**src/rtl/dlfd_pkg.sv**
```systemverilog
// ----------------------------------------------------------------------------
// dlfd_pkg: shared definitions for the link frame deframer
// Result codes, frame constants, register indexes and the result item type.
// ----------------------------------------------------------------------------
package dlfd_pkg;

    // Frame header constants.
    localparam logic [31:0] FRAME_MAGIC     = 32'hFEEE_EEEF;
    localparam logic [31:0] DT_PROTOCOL     = 32'd1;
    localparam logic [31:0] DT_MSG          = 32'd2;
    localparam logic [31:0] PRIO_BYTES      = 32'd4;

    // Register reset values.
    localparam logic [31:0] DEFAULT_MAX_LEN  = 32'h0040_0000;
    localparam logic [7:0]  DEFAULT_LOG_SKIP = 8'd16;

    // Configuration port layout.
    localparam int CFG_ADDR_W = 1;
    localparam int CFG_DATA_W = 32;
    localparam logic [CFG_ADDR_W-1:0] CFG_IDX_MAX_LEN  = 1'b0;
    localparam logic [CFG_ADDR_W-1:0] CFG_IDX_LOG_SKIP = 1'b1;

    // Depth of the result queue; it must hold at least two items.
    localparam int RES_FIFO_DEPTH = 4;

    // Result item codes.
    typedef enum logic [2:0] {
        KIND_PAYLOAD   = 3'd0,
        KIND_EMPTY     = 3'd1,
        KIND_BAD_MAGIC = 3'd2,
        KIND_TOO_LONG  = 3'd3,
        KIND_FLOOD     = 3'd4
    } kind_t;

    // One result item.
    typedef struct packed {
        kind_t       kind;
        logic [7:0]  data_byte;
        logic [31:0] frame_type;
        logic        to_log;
        logic        end_of_frame;
        logic        last;
    } result_t;

    // Results produced by one accepted byte: at most two.
    typedef struct packed {
        logic    vld0;
        logic    vld1;
        result_t res0;
        result_t res1;
    } push_t;

    // Build a result item with the last flag clear.
    function automatic result_t make_result(kind_t k, logic [7:0] d, logic [31:0] t,
                                            logic lg, logic eof);
        result_t r;
        r.kind         = k;
        r.data_byte    = d;
        r.frame_type   = t;
        r.to_log       = lg;
        r.end_of_frame = eof;
        r.last         = 1'b0;
        return r;
    endfunction

endpackage

```
**src/rtl/dlfd_parser.sv**
```systemverilog
// ----------------------------------------------------------------------------
// dlfd_parser: header gathering, checks and payload tagging
// Holds the frame state and the two registers, and turns each accepted byte
// into zero, one or two result items for the result queue.
// ----------------------------------------------------------------------------
module dlfd_parser
(
    input  logic                              clk,
    input  logic                              rst_n,
    input  logic                              accept,
    input  logic [7:0]                        rx_byte,
    input  logic                              cfg_we,
    input  logic [dlfd_pkg::CFG_ADDR_W-1:0]   cfg_addr,
    input  logic [dlfd_pkg::CFG_DATA_W-1:0]   cfg_data,
    output dlfd_pkg::push_t                   push
);

    typedef enum logic [1:0] {
        PH_HEADER  = 2'd0,
        PH_PRIO    = 2'd1,
        PH_PAYLOAD = 2'd2
    } phase_t;

    phase_t      phase_reg, phase_next;
    logic [3:0]  idx_reg, idx_next;
    logic [31:0] magic_reg, magic_next;
    logic [31:0] type_reg, type_next;
    logic [31:0] length_reg, length_next;
    logic [31:0] left_reg, left_next;
    logic [7:0]  run_reg, run_next;
    logic [31:0] max_len_reg;
    logic [7:0]  max_skip_reg;

    logic [3:0]  idx_inc;
    logic [7:0]  run_p1;
    logic [7:0]  run_end;
    logic [31:0] len_full;
    logic [31:0] left_dec;
    logic        to_log;
    logic        flood;
    logic        frame_end;

    // Values shared by several branches.
    assign idx_inc  = idx_reg + 4'd1;
    assign run_p1   = run_reg + 8'd1;
    assign len_full = {rx_byte, length_reg[31:8]};
    assign left_dec = left_reg - 32'd1;
    assign to_log   = (type_reg != dlfd_pkg::DT_PROTOCOL);
    assign flood    = to_log && (run_p1 >= max_skip_reg);
    assign run_end  = (!to_log || flood) ? 8'd0 : run_p1;

    // Next state and result items for the byte on the input.
    always_comb
    begin
        phase_next  = phase_reg;
        idx_next    = idx_reg;
        magic_next  = magic_reg;
        type_next   = type_reg;
        length_next = length_reg;
        left_next   = left_reg;
        run_next    = run_reg;
        frame_end   = 1'b0;
        push.vld0   = 1'b0;
        push.vld1   = 1'b0;
        push.res0   = dlfd_pkg::make_result(dlfd_pkg::KIND_PAYLOAD, rx_byte, type_reg,
                                            to_log, 1'b0);
        push.res1   = dlfd_pkg::make_result(dlfd_pkg::KIND_FLOOD, 8'd0, type_reg,
                                            1'b1, 1'b0);
        if (accept)
        begin
            unique case (phase_reg)
                PH_PRIO:
                begin
                    idx_next = idx_inc;
                    if (idx_inc >= 4'd4)
                    begin
                        idx_next = 4'd0;
                        if (left_reg == 32'd0)
                        begin
                            push.vld0 = 1'b1;
                            push.res0 = dlfd_pkg::make_result(dlfd_pkg::KIND_EMPTY, 8'd0,
                                                              type_reg, to_log, 1'b1);
                            frame_end = 1'b1;
                        end
                        else
                        begin
                            phase_next = PH_PAYLOAD;
                        end
                    end
                end
                PH_PAYLOAD:
                begin
                    left_next = left_dec;
                    push.vld0 = 1'b1;
                    push.res0 = dlfd_pkg::make_result(dlfd_pkg::KIND_PAYLOAD, rx_byte,
                                                      type_reg, to_log, left_dec == 32'd0);
                    frame_end = (left_dec == 32'd0);
                end
                default:
                begin
                    // Header hunting; the unused phase code lands here as well.
                    phase_next = PH_HEADER;
                    if (idx_reg < 4'd4)
                        magic_next = {rx_byte, magic_reg[31:8]};
                    else if (idx_reg < 4'd8)
                        type_next = {rx_byte, type_reg[31:8]};
                    else
                        length_next = len_full;
                    idx_next = idx_inc;
                    if (idx_inc >= 4'd12)
                    begin
                        idx_next = 4'd0;
                        if (magic_reg != dlfd_pkg::FRAME_MAGIC)
                        begin
                            push.vld0 = 1'b1;
                            push.res0 = dlfd_pkg::make_result(dlfd_pkg::KIND_BAD_MAGIC, 8'd0,
                                                              type_reg, 1'b0, 1'b0);
                            run_next  = 8'd0;
                        end
                        else if (len_full > max_len_reg)
                        begin
                            push.vld0 = 1'b1;
                            push.res0 = dlfd_pkg::make_result(dlfd_pkg::KIND_TOO_LONG, 8'd0,
                                                              type_reg, 1'b0, 1'b0);
                            run_next  = 8'd0;
                        end
                        else if (type_reg == dlfd_pkg::DT_MSG)
                        begin
                            // The priority word is dropped from the declared length.
                            left_next  = (len_full >= dlfd_pkg::PRIO_BYTES) ?
                                         len_full - dlfd_pkg::PRIO_BYTES : 32'd0;
                            phase_next = PH_PRIO;
                        end
                        else
                        begin
                            left_next = len_full;
                            if (len_full == 32'd0)
                            begin
                                push.vld0 = 1'b1;
                                push.res0 = dlfd_pkg::make_result(dlfd_pkg::KIND_EMPTY, 8'd0,
                                                                  type_reg, to_log, 1'b1);
                                frame_end = 1'b1;
                            end
                            else
                            begin
                                phase_next = PH_PAYLOAD;
                            end
                        end
                    end
                end
            endcase

            // Frame end: count log frames and flag a flood as a second item.
            if (frame_end)
            begin
                phase_next = PH_HEADER;
                idx_next   = 4'd0;
                run_next   = run_end;
                push.vld1  = flood;
            end
        end
        push.res0.last = !push.vld1;
        push.res1.last = 1'b1;
    end

    // Frame state registers.
    always_ff @(posedge clk or negedge rst_n)
    begin
        if (!rst_n)
        begin
            phase_reg  <= PH_HEADER;
            idx_reg    <= 4'd0;
            magic_reg  <= 32'd0;
            type_reg   <= 32'd0;
            length_reg <= 32'd0;
            left_reg   <= 32'd0;
            run_reg    <= 8'd0;
        end
        else
        begin
            phase_reg  <= phase_next;
            idx_reg    <= idx_next;
            magic_reg  <= magic_next;
            type_reg   <= type_next;
            length_reg <= length_next;
            left_reg   <= left_next;
            run_reg    <= run_next;
        end
    end

    // Configuration registers.
    always_ff @(posedge clk or negedge rst_n)
    begin
        if (!rst_n)
        begin
            max_len_reg  <= dlfd_pkg::DEFAULT_MAX_LEN;
            max_skip_reg <= dlfd_pkg::DEFAULT_LOG_SKIP;
        end
        else if (cfg_we)
        begin
            unique case (cfg_addr)
                dlfd_pkg::CFG_IDX_MAX_LEN:  max_len_reg  <= cfg_data;
                dlfd_pkg::CFG_IDX_LOG_SKIP: max_skip_reg <= cfg_data[7:0];
                default:                    max_len_reg  <= max_len_reg;
            endcase
        end
    end

`ifndef SYNTH
    // A flood item only ever follows the ending item of a frame.
    a_second_is_flood: assert property (@(posedge clk) disable iff (!rst_n)
        push.vld1 |-> push.vld0 && push.res0.end_of_frame &&
                      push.res1.kind == dlfd_pkg::KIND_FLOOD)
        else $error("second item is not a flood after a frame end");

    // The payload phase always has bytes left to pass on.
    a_payload_has_bytes: assert property (@(posedge clk) disable iff (!rst_n)
        phase_reg == PH_PAYLOAD |-> left_reg != 32'd0)
        else $error("payload phase with no bytes left");

    // A frame end sends the block back to header hunting at index zero.
    a_end_to_header: assert property (@(posedge clk) disable iff (!rst_n)
        (accept && frame_end) |=> phase_reg == PH_HEADER && idx_reg == 4'd0)
        else $error("frame end did not return to header hunting");
`endif

endmodule

```
**src/rtl/dlfd_out_fifo.sv**
```systemverilog
// ----------------------------------------------------------------------------
// dlfd_out_fifo: result queue
// Takes up to two result items per cycle and hands out one per cycle while out_stall is low.
// Stalls the input side when fewer than two entries are free.
// ----------------------------------------------------------------------------
module dlfd_out_fifo
#(
    parameter int DEPTH = dlfd_pkg::RES_FIFO_DEPTH
)
(
    input  logic              clk,
    input  logic              rst_n,
    input  dlfd_pkg::push_t   push,
    output logic              in_stall,
    output logic              out_valid,
    input  logic              out_stall,
    output dlfd_pkg::result_t head
);

    localparam int PTR_W = (DEPTH > 1) ? $clog2(DEPTH) : 1;
    localparam int CNT_W = $clog2(DEPTH + 1);

    dlfd_pkg::result_t mem_reg [DEPTH];
    logic [PTR_W-1:0]  wr_reg, wr_next;
    logic [PTR_W-1:0]  rd_reg, rd_next;
    logic [CNT_W-1:0]  count_reg, count_next;
    logic [PTR_W-1:0]  wr_p1, wr_p2, rd_p1;
    logic [1:0]        push_n;
    logic              pop;

    // Pointer steps with wrap at the queue depth.
    assign wr_p1 = (wr_reg == PTR_W'(DEPTH - 1)) ? '0 : wr_reg + PTR_W'(1);
    assign wr_p2 = (wr_p1 == PTR_W'(DEPTH - 1)) ? '0 : wr_p1 + PTR_W'(1);
    assign rd_p1 = (rd_reg == PTR_W'(DEPTH - 1)) ? '0 : rd_reg + PTR_W'(1);

    assign pop       = out_valid && !out_stall;
    assign push_n    = {1'b0, push.vld0} + {1'b0, push.vld1};
    assign out_valid = (count_reg != '0);
    assign in_stall  = (count_reg > CNT_W'(DEPTH - 2));
    assign head      = mem_reg[rd_reg];

    // Pointer and fill level updates.
    always_comb
    begin
        wr_next    = push.vld1 ? wr_p2 : (push.vld0 ? wr_p1 : wr_reg);
        rd_next    = pop ? rd_p1 : rd_reg;
        count_next = count_reg + CNT_W'(push_n) - CNT_W'(pop);
    end

    always_ff @(posedge clk or negedge rst_n)
    begin
        if (!rst_n)
        begin
            wr_reg    <= '0;
            rd_reg    <= '0;
            count_reg <= '0;
        end
        else
        begin
            wr_reg    <= wr_next;
            rd_reg    <= rd_next;
            count_reg <= count_next;
        end
    end

    // Entry storage; a second item goes into the slot after the first.
    always_ff @(posedge clk)
    begin
        if (push.vld0)
            mem_reg[wr_reg] <= push.res0;
        if (push.vld1)
            mem_reg[wr_p1] <= push.res1;
    end

`ifndef SYNTH
    // The fill level never passes the depth.
    a_no_overflow: assert property (@(posedge clk) disable iff (!rst_n)
        count_reg <= CNT_W'(DEPTH))
        else $error("result queue overflow");
`endif

endmodule

```
**src/rtl/download_link_frame_deframer_unit.sv**
```systemverilog
// ----------------------------------------------------------------------------
// download_link_frame_deframer_unit: link frame deframer, top level
// Gathers frame headers from received link bytes and passes payload on.
// ----------------------------------------------------------------------------
// The block takes one received byte per clock cycle while rx_stall is low, and
// its results are written into a small result queue (RES_DEPTH entries) and
// handed out one result item per cycle while out_stall is low. Every byte is
// handled in a single pass of logic in the frame parser, so a new byte can
// enter in every cycle while rx_stall is low. A byte that ends a frame and
// also trips the log flood count gives two items; rx_stall rises while fewer
// than two queue entries are free. Registers are written through cfg_we,
// cfg_addr and cfg_data: index 0 is max_frame_length, index 1 is max_log_skip.
// The user must write them only while the block is idle; it is not enforced.
module download_link_frame_deframer_unit
#(
    parameter int RES_DEPTH = dlfd_pkg::RES_FIFO_DEPTH
)
(
    input  logic                              clk,
    input  logic                              rst_n,
    input  logic                              rx_valid,
    output logic                              rx_stall,
    input  logic [7:0]                        rx_byte,
    input  logic                              cfg_we,
    input  logic [dlfd_pkg::CFG_ADDR_W-1:0]   cfg_addr,
    input  logic [dlfd_pkg::CFG_DATA_W-1:0]   cfg_data,
    output logic                              out_valid,
    input  logic                              out_stall,
    output logic [2:0]                        kind,
    output logic [7:0]                        data_byte,
    output logic [31:0]                       frame_type,
    output logic                              to_log,
    output logic                              end_of_frame,
    output logic                              last
);

    dlfd_pkg::push_t   push;
    dlfd_pkg::result_t head;
    logic              accept;

    assign accept = rx_valid && !rx_stall;

    // Frame parser.
    dlfd_parser u_parser
    (
        .clk      (clk),
        .rst_n    (rst_n),
        .accept   (accept),
        .rx_byte  (rx_byte),
        .cfg_we   (cfg_we),
        .cfg_addr (cfg_addr),
        .cfg_data (cfg_data),
        .push     (push)
    );

    // Result queue.
    dlfd_out_fifo #(.DEPTH(RES_DEPTH)) u_out_fifo
    (
        .clk       (clk),
        .rst_n     (rst_n),
        .push      (push),
        .in_stall  (rx_stall),
        .out_valid (out_valid),
        .out_stall (out_stall),
        .head      (head)
    );

    // Result fields.
    assign kind         = head.kind;
    assign data_byte    = head.data_byte;
    assign frame_type   = head.frame_type;
    assign to_log       = head.to_log;
    assign end_of_frame = head.end_of_frame;
    assign last         = head.last;

endmodule
```
**config.mk**
```make
export PLATFORM = sky130hd
export DESIGN_NAME = download_link_frame_deframer_unit
export DESIGN_NICKNAME = d
export VERILOG_FILES = /design/src/rtl/dlfd_pkg.sv /design/src/rtl/dlfd_parser.sv /design/src/rtl/dlfd_out_fifo.sv /design/src/rtl/download_link_frame_deframer_unit.sv
export SDC_FILE = /design/constraint.sdc
export NUM_CORES = 1
export LEC_CHECK = 0
export BUFFER_PORTS_ARGS = -buffer_cell sky130_fd_sc_hd__buf_2
export CAP_MARGIN = 15
export CORE_MARGIN = 2
export CORE_UTILIZATION = 40
export DETAILED_ROUTE_END_ITERATION = 8
export GPL_ROUTABILITY_DRIVEN = 1
export PLACE_DENSITY = 0.57
export SLEW_MARGIN = 15
export SYNTH_ARGS = -nofsm -noshare
export SYNTH_HDL_FRONTEND = slang
export SYNTH_SLANG_ARGS = --single-unit
```
**constraint.sdc**
```tcl
create_clock -name clk -period 4.16 [get_ports clk]
set_clock_uncertainty 0.05 [all_clocks]
set_input_delay 0.832 -clock clk [delete_from_list [all_inputs] [get_ports clk]]
set_output_delay 0.832 -clock clk [all_outputs]
set_load 0.01 [all_outputs]
```
# After elaboration in Yosys (flattened, before gate mapping)
# Memory sizes are Yosys's and may differ from the RTL's.
# Index checks and enable logic that the tools add are counted.
[op_classes]
n_addsub = 10
order_cmp = 8
eq_ne = 14
muxes = 57
bitwise_logic = 5
n_reduce_logical = 26
[ops]
columns = ["operator", "count"]
rows = [
  ["two-way mux 46 bit", 5],
  ["two-way mux 32 bit", 5],
  ["zero test 32 bit", 3],
  ["case mux 46 bit (2 select lines)", 1],
  ["two-way mux 44 bit", 2],
  ["case mux 32 bit (2 select lines)", 1],
  ["two-way mux 48 bit", 1],
  ["two-way mux 8 bit", 6],
  ["equality test 32 x 2 -> 1 bit (second input constant)", 1],
  ["greater-or-equal comparator 32 x 3 -> 1 bit (second input constant)", 1],
  ["> comparator 32 bit", 1],
  ["inequality test 32 x 1 -> 1 bit (second input constant)", 1],
  ["inequality test 32 bit (second input constant)", 1],
  ["subtractor 32 x 1 -> 32 bit (second input constant)", 1],
  ["subtractor 32 x 3 -> 32 bit (second input constant)", 1],
  ["two-way mux 2 bit", 13],
  ["two-way mux 1 bit", 16],
  ["AND reduction 4 bit", 4],
  ["two-way mux 4 bit", 3],
  ["adder 8 x 1 -> 8 bit (second input constant)", 1],
  ["equality test 2 bit (second input constant)", 4],
  ["greater-or-equal comparator 8 bit", 1],
  ["case mux 4 bit (2 select lines)", 1],
  ["adder 2 x 1 -> 2 bit (second input constant)", 3],
  ["other kinds (26)", 43],
]
[totals]
register_bits = 189
ramBits = 184
in_bits = 46
output_inout_bits = 48
elab_cells = 133
n_memories = 1
[mem_list]
columns = ["memory", "depth", "word_bits", "rd", "rd_clocked_by_memory_dff", "wr", "line_no", "text"]
rows = [
  ["u_out_fifo.mem_reg", 4, 46, 1, 0, 2, "dlfd_out_fifo.sv:23", "dlfd_pkg::result_t mem_reg [DEPTH];"],
]

# Logic depth before layout (Yosys ltp)
# Gate-level depths: netlist of the first run.
[logic_depth]
depth_word = 13
mapped_depth = 15
depth_no_buf = 14

# Modules after synthesis
# A second synthesis of the first run with hierarchy kept.
[unflattened]
cells_unflattened = 1634
area_unflattened_um2 = 20180.6
[modules_own_cells]
columns = ["mod", "n_inst", "cells_per_inst", "area_per_inst_um2", "seq_area_each_um2"]
rows = [
  ["dlfd_parser", 1, 1135, 10760.3, 4356.7],
  ["dlfd_out_fifo", 1, 498, 9406.5, 5700.5],
  ["download_link_frame_deframer_unit", 1, 1, 13.8, 0.0],
]

# Worst setup path after synthesis of the first run
# OpenSTA, ideal clock, no wires.
[synth_timing]
path_kind = "in2reg"
from = "input port rx_byte[1]"
to = "memory u_out_fifo.mem_reg[2][10] (netlist name) (enable)"
setup_time_ps = 387
arrival_time_ps = 4267
required_ps = 3723
slack_ps = -543
stages = 11
n_path_buf = 2
path_cell_list = "clkbuf_1 > nor4_1 > nand2_1 > or3_1 > or4_1 > a2111oi_2 > a311oi_2 > nor4_4 > a21oi_1 > clkbuf_1 > inv_1"
[synth_rtl]
columns = ["element", "line_no", "text"]
rows = [
  ["start, declared", "download_link_frame_deframer_unit.sv:23", "input logic [7:0] rx_byte,"],
  ["end, declared", "dlfd_out_fifo.sv:23", ""],
]

# Final worst setup path of the first run
[layout_timing]
from = "register u_parser.length_reg[15]"
to = "register u_out_fifo.count_reg[1]"
[layout_via]
elab_chain_len = 13
word_cells_on_any_way = 18
classes_between = "add/sub: 3; order compare: 1; mux: 13; reduce/logical: 1"
[layout_lines]
columns = ["element", "line_no", "text"]
rows = [
  ["start, declared", "dlfd_parser.sv:28", "logic [31:0] length_reg, length_next;"],
  ["start signal, assigned", "dlfd_parser.sv:185", "length_reg <= length_next;"],
  ["branches (longest 9 deep; another with > comparator 32 bit)", "n/a", ""],
  ["two-way mux 48 bit *", "dlfd_parser.sv:69", "if (accept)"],
  ["adder 1 x 1 -> 2 bit *", "dlfd_out_fifo.sv:37", "assign push_n = {1'b0, push.vld0} + {1'b0, push.vld1};"],
  ["adder 3 x 2 -> 3 bit *", "dlfd_out_fifo.sv:47", "count_next = count_reg + CNT_W'(push_n) - CNT_W'(pop);"],
  ["subtractor 3 x 1 -> 3 bit *", "dlfd_out_fifo.sv:47", ""],
  ["via u_out_fifo.count_next[1]", "dlfd_out_fifo.sv:26", "logic [CNT_W-1:0] count_reg, count_next;"],
  ["end signal, assigned", "dlfd_out_fifo.sv:62", "count_reg <= count_next;"],
  ["end, declared", "dlfd_out_fifo.sv:26", ""],
]
# Mark *: on every way through the listed nets, which the timed path passes. The select of a mux whose other input is x is not followed.
# A chain may end at the register's enable or synchronous reset.

==> flow_metrics.tcl, run 1 <==
set metrics [dict create \
    final_common_cell "dfrtp_1" \
    wl_per_cell_um 19.8 \
    final_max_slew_viol_count 0 \
    worstPathArrival_ns 4.45 \
    cp_slowest_cell "or4_4" \
    antenna_found_initial 1 \
    drive_gt1_frac 0.273 \
    dieArea_um2 47600 \
    ys_types 76 \
    muxShareOfSynthArea 0.124 \
    tightestPinTransition_ns 0.804 \
    dp_cells 2411 \
    grt_pass1_wl_um 77600 \
    holdWs_ns 0.237 \
    synthAdderAreaFrac 0.0417 \
    synth_seq_cells 365 \
    track_usage 0.210 \
    port_buffers 93 \
    synth_edf_count 128 \
    largest_register_ffs 184 \
    rows 78 \
    syn_inst 1655 \
    antenna_left 0 \
    grt_pass1_vias 13645 \
    timing.fmax_ghz 0.246 \
    peakVddDrop_v 0.000382 \
    drt-total-wl_um 49400 \
    syn-num-nets 1761 \
    drt-pass1-iter-count 6 \
    ys_seq_area_frac 0.518 \
    core_area_um2 45300 \
    synth_top_family_by_area "simple AND/OR/NAND/NOR gates" \
    syn_area_um2 18300 \
    setup_violations 0 \
    synth_top_flop_cell "dfrtp_1" \
    timing.final.crit_period_ns 4.07 \
    power_density_nw_per_um2 676 \
    final_cell_mix "177 x dfrtp_1, 143 x buf_4, 138 x nand2_1" \
    power_leakage_nw 8.90 \
    cpLargestDelayFamily "simple AND/OR/NAND/NOR gates" \
    cp.buffers_inverters 1 \
    cts_sinks 365 \
    start_util 0.405 \
    drv_cap 0 \
    gp_congestion 0.884 \
    slowest_delay_ns 0.54 \
    synth-compound-area-share 0.0904 \
    worst_setup_path_start_kind "flop" \
    seqCellArea_um2 9500 \
    layout.cells.non_filler 2492 \
    fp.dieW_um 218 \
    crit_required_ns 4.55 \
    crit_path_frequent_cell "or4_4" \
    clock_latency_ns 0.57 \
    cts-buffers-inserted 42 \
    cts_tree "yes" \
    cp_cell_sequence "or4_4, nand2b_4, or4_4, or4_4, a2111oi_4, a311oi_2, or4_4, ha_4, fa_2, inv_2, fa_1" \
    hold_path.class "in -> async" \
    n_fill_cell 4150 \
    grt_overflow_total 0 \
    relSlewSlack 0.457 \
    hold_viol 0 \
    status "finished, final reports clean" \
    synth_xor_area_frac 0.0215 \
    setup_tns_ns 0 \
    multi_input_area_um2 8430 \
    critPathMaxFanout 2 \
    viasPerCell 5.45 \
    syn_area_per_cell_um2 11.1 \
    drc_errors 0 \
    drt_iter0_drc 831 \
    clkTransAtPathRegs_ns 0.06 \
    hpwlAfterDp_um 34300 \
    final_nets 1963 \
    grt_start_max_net_pins 77 \
    vias 13581 \
    cts_max_level 2 \
    yosys.area_share.simple 0.170 \
    num_io_pins 94 \
    yosysWarnings 0 \
    end_kind "flop" \
    path_class "reg -> reg" \
    cts_hold_buffers 0 \
    cts_root_buf "clkbuf_16" \
    async_flop_share 0.496 \
    area_growth_pct 20.8 \
    die_y_um 218 \
    period_share 0.978 \
    clockBufferDepth 3 \
]
## area by class of cell
| class | instances | area share |
|---|---|---|
| diodes | 1 | 0.000113 |
| flip-flops and latches | 365 | 0.429 |
| clock buffers | 66 | 0.0567 |
| well taps | 600 | 0.0339 |
| repair buffers | 249 | 0.0812 |
| multi-input cells | 1120 | 0.380 |
| clock inverters | 12 | 0.00497 |
| inverters | 79 | 0.0141 |
## metal layers
metal,up-vias,routed length [um],GRT usage
met5,-,0,0
met4,0,1060,0.0583
met3,68,2120,0.0280
met2,323,24700,0.367
met1,6795,21400,0.274
li1,6395,-,-
## through the flow
| stage | total power, mW | setup slack (ns) | utilization | instance area [um^2] |
|---|---|---|---|---|
| 2_1_floorplan | 8.92 | -0.0393 | - | 18500 |
| 3_3_place_gp | 11.2 | -0.270 | 0.457 | 20700 |
| 3_5_place_dp | 11.3 | -0.280 | 0.457 | 20700 |
| 4_1_cts | 15.0 | -0.0174 | 0.488 | 22100 |
| 5_1_grt | 15.9 | -0.0125 | 0.489 | 22200 |
| 6_report | 15.0 | 0.0925 | 0.489 | 22200 |
## timing repair
item,4_1_cts,5_1_grt
gates resized for setup,11,8
setup buffers,1,1
setup endpoints to repair,2,55
pin swaps,7,6
## worst paths after layout
check                                          start                   endpoint  slack (ns)  cells past startpoint
max                          u_parser.length_reg[15]    u_out_fifo.count_reg[1]        0.09                     11
min                                            rst_n   u_parser.max_skip_reg[2]        0.24                      1
max reg2reg                  u_parser.length_reg[15]    u_out_fifo.count_reg[1]        0.09                     11
min reg2reg                u_out_fifo.mem_reg[0][45]  u_out_fifo.mem_reg[0][45]        0.40                      2
max in group asynchronous                      rst_n   u_parser.max_skip_reg[4]        2.98                      2
min in group clk           u_out_fifo.mem_reg[0][45]  u_out_fifo.mem_reg[0][45]        0.40                      2
## cells in the mapped netlist, types with 15 or more instances
library cell	n	area share
a21oi_1	87	0.024
a31oi_1	15	0.0051
clkbuf_1	71	0.015
dfrtp_1	179	0.24
dfxtp_1	56	0.061
edfxtp_1	128	0.21
ha_1	58	0.040
inv_1	78	0.016
mux2_2	99	0.061
mux4_2	46	0.056
nand2_1	138	0.028
nand3_1	52	0.014
nand4_1	23	0.0078
nor2_1	91	0.019
nor2b_1	136	0.046
nor3_1	21	0.0057
nor4_1	35	0.012
o21ai_0	92	0.025
or3_1	15	0.0051
xnor2_1	27	0.013
xor2_1	18	0.0086
## logic make-up (layout without fill, tap and decap cells)
group | Yosys count | count (layout)
multiplexers | 157 | 157
other | 0 | 1
AO/OA/AOI/OAI | 276 | 276
AND/OR/NAND/NOR | 582 | 582
adder cells (fa/ha/maj) | 60 | 60
buffers and inverters | 170 | 406
XOR/XNOR | 45 | 45
flip-flops | 365 | 365
## where the power goes
part	internal (mW)	switching, mW	total [mW]
Sequential	4.54	0.809	5.35
Combinational	2.81	3.17	5.97
Clock	2.15	1.51	3.66
Power figures use the tool's default switching activity.
==> run 2: changes to the inputs <==
--- a/config.mk
+++ b/config.mk
@@ -15,4 +15,5 @@
 export SLEW_MARGIN = 15
 export SYNTH_ARGS = -nofsm -noshare
 export SYNTH_HDL_FRONTEND = slang
+export SYNTH_HIERARCHICAL = 1
 export SYNTH_SLANG_ARGS = --single-unit
==> constraint.sdc (replaced) <==
create_clock -name clk -period 4.16 [get_ports clk]
set_clock_uncertainty 0.05 [all_clocks]
set_input_delay 0.416 -clock clk [delete_from_list [all_inputs] [get_ports clk]]
set_output_delay 0.416 -clock clk [all_outputs]
set_load 0.01 [all_outputs]
==> run 2 against run 1 <==
Compared with the run above: sequential share of layout area decreased by 0.34 points; sequential power decreased by 5.8%; setup slack improved by 0.098 ns; critical path depth increased by 4; utilization decreased by 1.6 points; synthesized area increased by 10%; routed wire length increased by 1.4%; synthesized cell count decreased by 1.3%; register-to-register slack improved by 0.098 ns; worst hold slack got worse by 0.20 ns; sequential cell count unchanged; final area increased by 6.7%; largest power group is now sequential cells; highest routed layer unchanged.
==> flow_metrics.tcl, run 2 <==
set metrics [dict create \
    setup_violations 0 \
    status "finished, final reports clean" \
    largest_register_ffs 184 \
    yosys-top-cells-area "edfxtp_1 27%, dfrtp_1 22%, mux2_2 15%" \
    seqCellArea_um2 10100 \
    drv_cap 0 \
    power_leakage_nw 9.74 \
    num_io_pins 94 \
    cts_sinks 365 \
    power_density_nw_per_um2 500 \
    diodes 0 \
    antenna_left 0 \
    core_area_um2 50000 \
    cts_max_level 2 \
    cts-buffers-inserted 43 \
    final_cell_mix "268 x mux2_2, 184 x edfxtp_1, 177 x dfrtp_1" \
    drc_errors 0 \
    worst_setup_path_start_kind "flop" \
    holdWs_ns 0.0395 \
    cts_root_buf "clkbuf_16" \
    syn_area_um2 20200 \
    timing.fmax_ghz 0.252 \
    synth_edf_count 184 \
    fp.dieW_um 229 \
    drt_iter0_drc 903 \
    end_kind "flop" \
    start_util 0.404 \
    final_common_cell "mux2_2" \
    tightestPinTransition_ns 1.09 \
    grt_pass1_vias 13748 \
    cts_tree "yes" \
    viasPerCell 5.45 \
    hpwlAfterDp_um 34000 \
    grt_overflow_total 0 \
    seqPwrFrac 0.426 \
    grt_pass1_wl_um 80000 \
    gp_congestion 0.890 \
    drt-total-wl_um 50100 \
    dp_cells 2384 \
    power_frac_comb 0.250 \
    hold_path.class "in -> reg" \
    synth_top_flop_cell "edfxtp_1" \
    layout.cells.non_filler 2493 \
    worstPathArrival_ns 4.23 \
    yosysWarnings 6 \
    final_max_slew_viol_count 0 \
    dieArea_um2 52300 \
    ys_types 82 \
    multi_input_area_um2 9180 \
    fin_area_um2 23700 \
    crit_required_ns 4.42 \
    swShare 0.305 \
    track_usage 0.194 \
    p_int_mw 8.22 \
    peakVddDrop_v 0.000319 \
    pre_cts_ws_ns -0.00411 \
    place_area_um2 21800 \
    postCtsSetupRepairBufs 0 \
    rows 82 \
    async_flop_share 0.496 \
    clkTransAtPathRegs_ns 0.06 \
    final_nets 1891 \
    slowest_delay_ns 0.56 \
    rsz0062_at_grt "yes" \
    critPathMaxFanout 22 \
    cpLargestDelayFamily "simple AND/OR/NAND/NOR gates" \
    drt-pass1-iter-count 5 \
    yosys-top-cells-count "268 x mux2_2, 184 x edfxtp_1, 179 x dfrtp_1" \
    grt_start_max_net_pins 69 \
    cp.buffers_inverters 3 \
    timing.final.crit_period_ns 3.97 \
    hold_viol 0 \
    ys_seq_area_frac 0.498 \
    synthMostInstantiatedCell "mux2_2" \
    yosysTopAreaCell "edfxtp_1" \
    clock_latency_ns 0.58 \
    area_growth_pct 17.2 \
    finalWorstSetupSlack_ns 0.190 \
    synth_seq_cells 365 \
    n_fill_cell 4540 \
    p_switching_mw 3.60 \
    yosys.area.top_type_share 0.274 \
    total_power_mw 11.8 \
    relSlewSlack 0.271 \
    die_y_um 229 \
    syn_inst 1634 \
    antenna_found_initial 1 \
    path_class "reg -> reg" \
    cp_slowest_cell "or4_4" \
    drive_gt1_frac 0.352 \
    syn_area_per_cell_um2 12.4 \
    wl_per_cell_um 20.1 \
    vias 13576 \
    clockBufferDepth 3 \
    p_clk_frac 0.324 \
    port_buffers 93 \
    ff2ff_setup_slack_ns 0.19 \
    cp_cell_sequence "inv_1, ha_1, or3b_4, or4_4, o31a_1, nor3_2, nand4_1, nor2_1, a31o_2, nand2_1, nor2_1, buf_12, nand2_2, buf_12, mux2_2" \
    period_share 0.954 \
]
## run 2: changes by cell type in the layout (fill, tap and decap cells not counted), sizes merged, moves of 11 or more
cell,change
inv,-11
conb,+15
a21oi,-40
nand3,-30
dfxtp,-56
mux2,+184
dlygate4sd3,+28
edfxtp,+56
buf,-42
nor2b,-126
nor3,+42
o21ai,-20
nand2,-47
## run 2: per-layer routing
layer  global-route usage  vias to the layer above  wire length (um)
met2                0.313                      372             23500
met3               0.0347                       66              2740
met4               0.0527                        0              1050
met5                    0                        -                 0
li1                     -                     6398                 -
met1                0.269                     6740             22800
## run 2: area by class of cell
| type | instances | area share |
|---|---|---|
| tap | 672 | 0.0355 |
| timing repair buffer | 235 | 0.0792 |
| multi-input combinational | 1076 | 0.388 |
| inverter | 65 | 0.0103 |
| clock inverter | 22 | 0.0114 |
| clock buffer | 58 | 0.0504 |
| sequential | 365 | 0.425 |
## run 2: final timing paths
| path | from | to | cells past startpoint |
|---|---|---|---|
| setup / recovery | u_parser/left_reg[1] | u_out_fifo/mem_reg[3][1] | 15 |
| hold / removal | cfg_data[3] | u_parser/max_len_reg[3] | 3 |
| setup reg to reg | u_parser/left_reg[1] | u_out_fifo/mem_reg[3][1] | 15 |
| hold reg to reg | u_parser/max_skip_reg[1] | u_parser/max_skip_reg[1] | 1 |
| max in group asynchronous | rst_n | u_out_fifo/rd_reg[0] | 3 |
| min in group asynchronous | rst_n | u_parser/max_len_reg[7] | 2 |
## run 2: worst min-delay path, delay by kind of cell
kind | cells | cell delay (ns)
buf+inv | 1 | 0.09
compound gates | 1 | 0.07
simple gates | 1 | 0.04
## run 2: cell families (layout without fill, tap and decap cells)
| logic type | Yosys count | in the layout | share of synthesized area |
|---|---|---|---|
| simple gates | 415 | 415 | 0.109 |
| flops | 365 | 365 | 0.498 |
| mux | 334 | 334 | 0.212 |
| compound gates | 213 | 213 | 0.0691 |
| buf+inv | 206 | 380 | 0.0572 |
| fa+ha+maj | 59 | 59 | 0.0373 |
| xor+xnor | 40 | 40 | 0.0174 |
| other cells | 2 | 15 | 0.000372 |
## run 2: metrics by stage
| stage | TNS [ns] | utilization |
|---|---|---|
| floorplan | 0 | - |
| global placement | 0 | 0.437 |
| detailed placement | -0.00411 | 0.437 |
| CTS | 0 | 0.472 |
| global route | -0.0453 | 0.474 |
| finish | 0 | 0.474 |
## run 2: power by group through the flow
stage / Clock [mW] / Sequential (mW) / Combinational (mW)
6_report: 3.83 / 5.04 / 2.96
3_3_place_gp: 0 / 5.10 / 2.88
2_1_floorplan: 0 / 4.71 / 2.43
3_5_place_dp: 0 / 5.11 / 2.94
5_1_grt: 4.10 / 5.14 / 3.24
4_1_cts: 3.94 / 5.05 / 2.97
## run 2: repair_timing
action / 4_1_cts / 5_1_grt
gates cloned: 0 / 0
endpoints found under the hold margin: 92 / 0
pin swaps: 0 / 1
gates resized for setup: 1 / 13
hold buffers: 28 / 0
endpoints found under the setup margin: 1 / 297
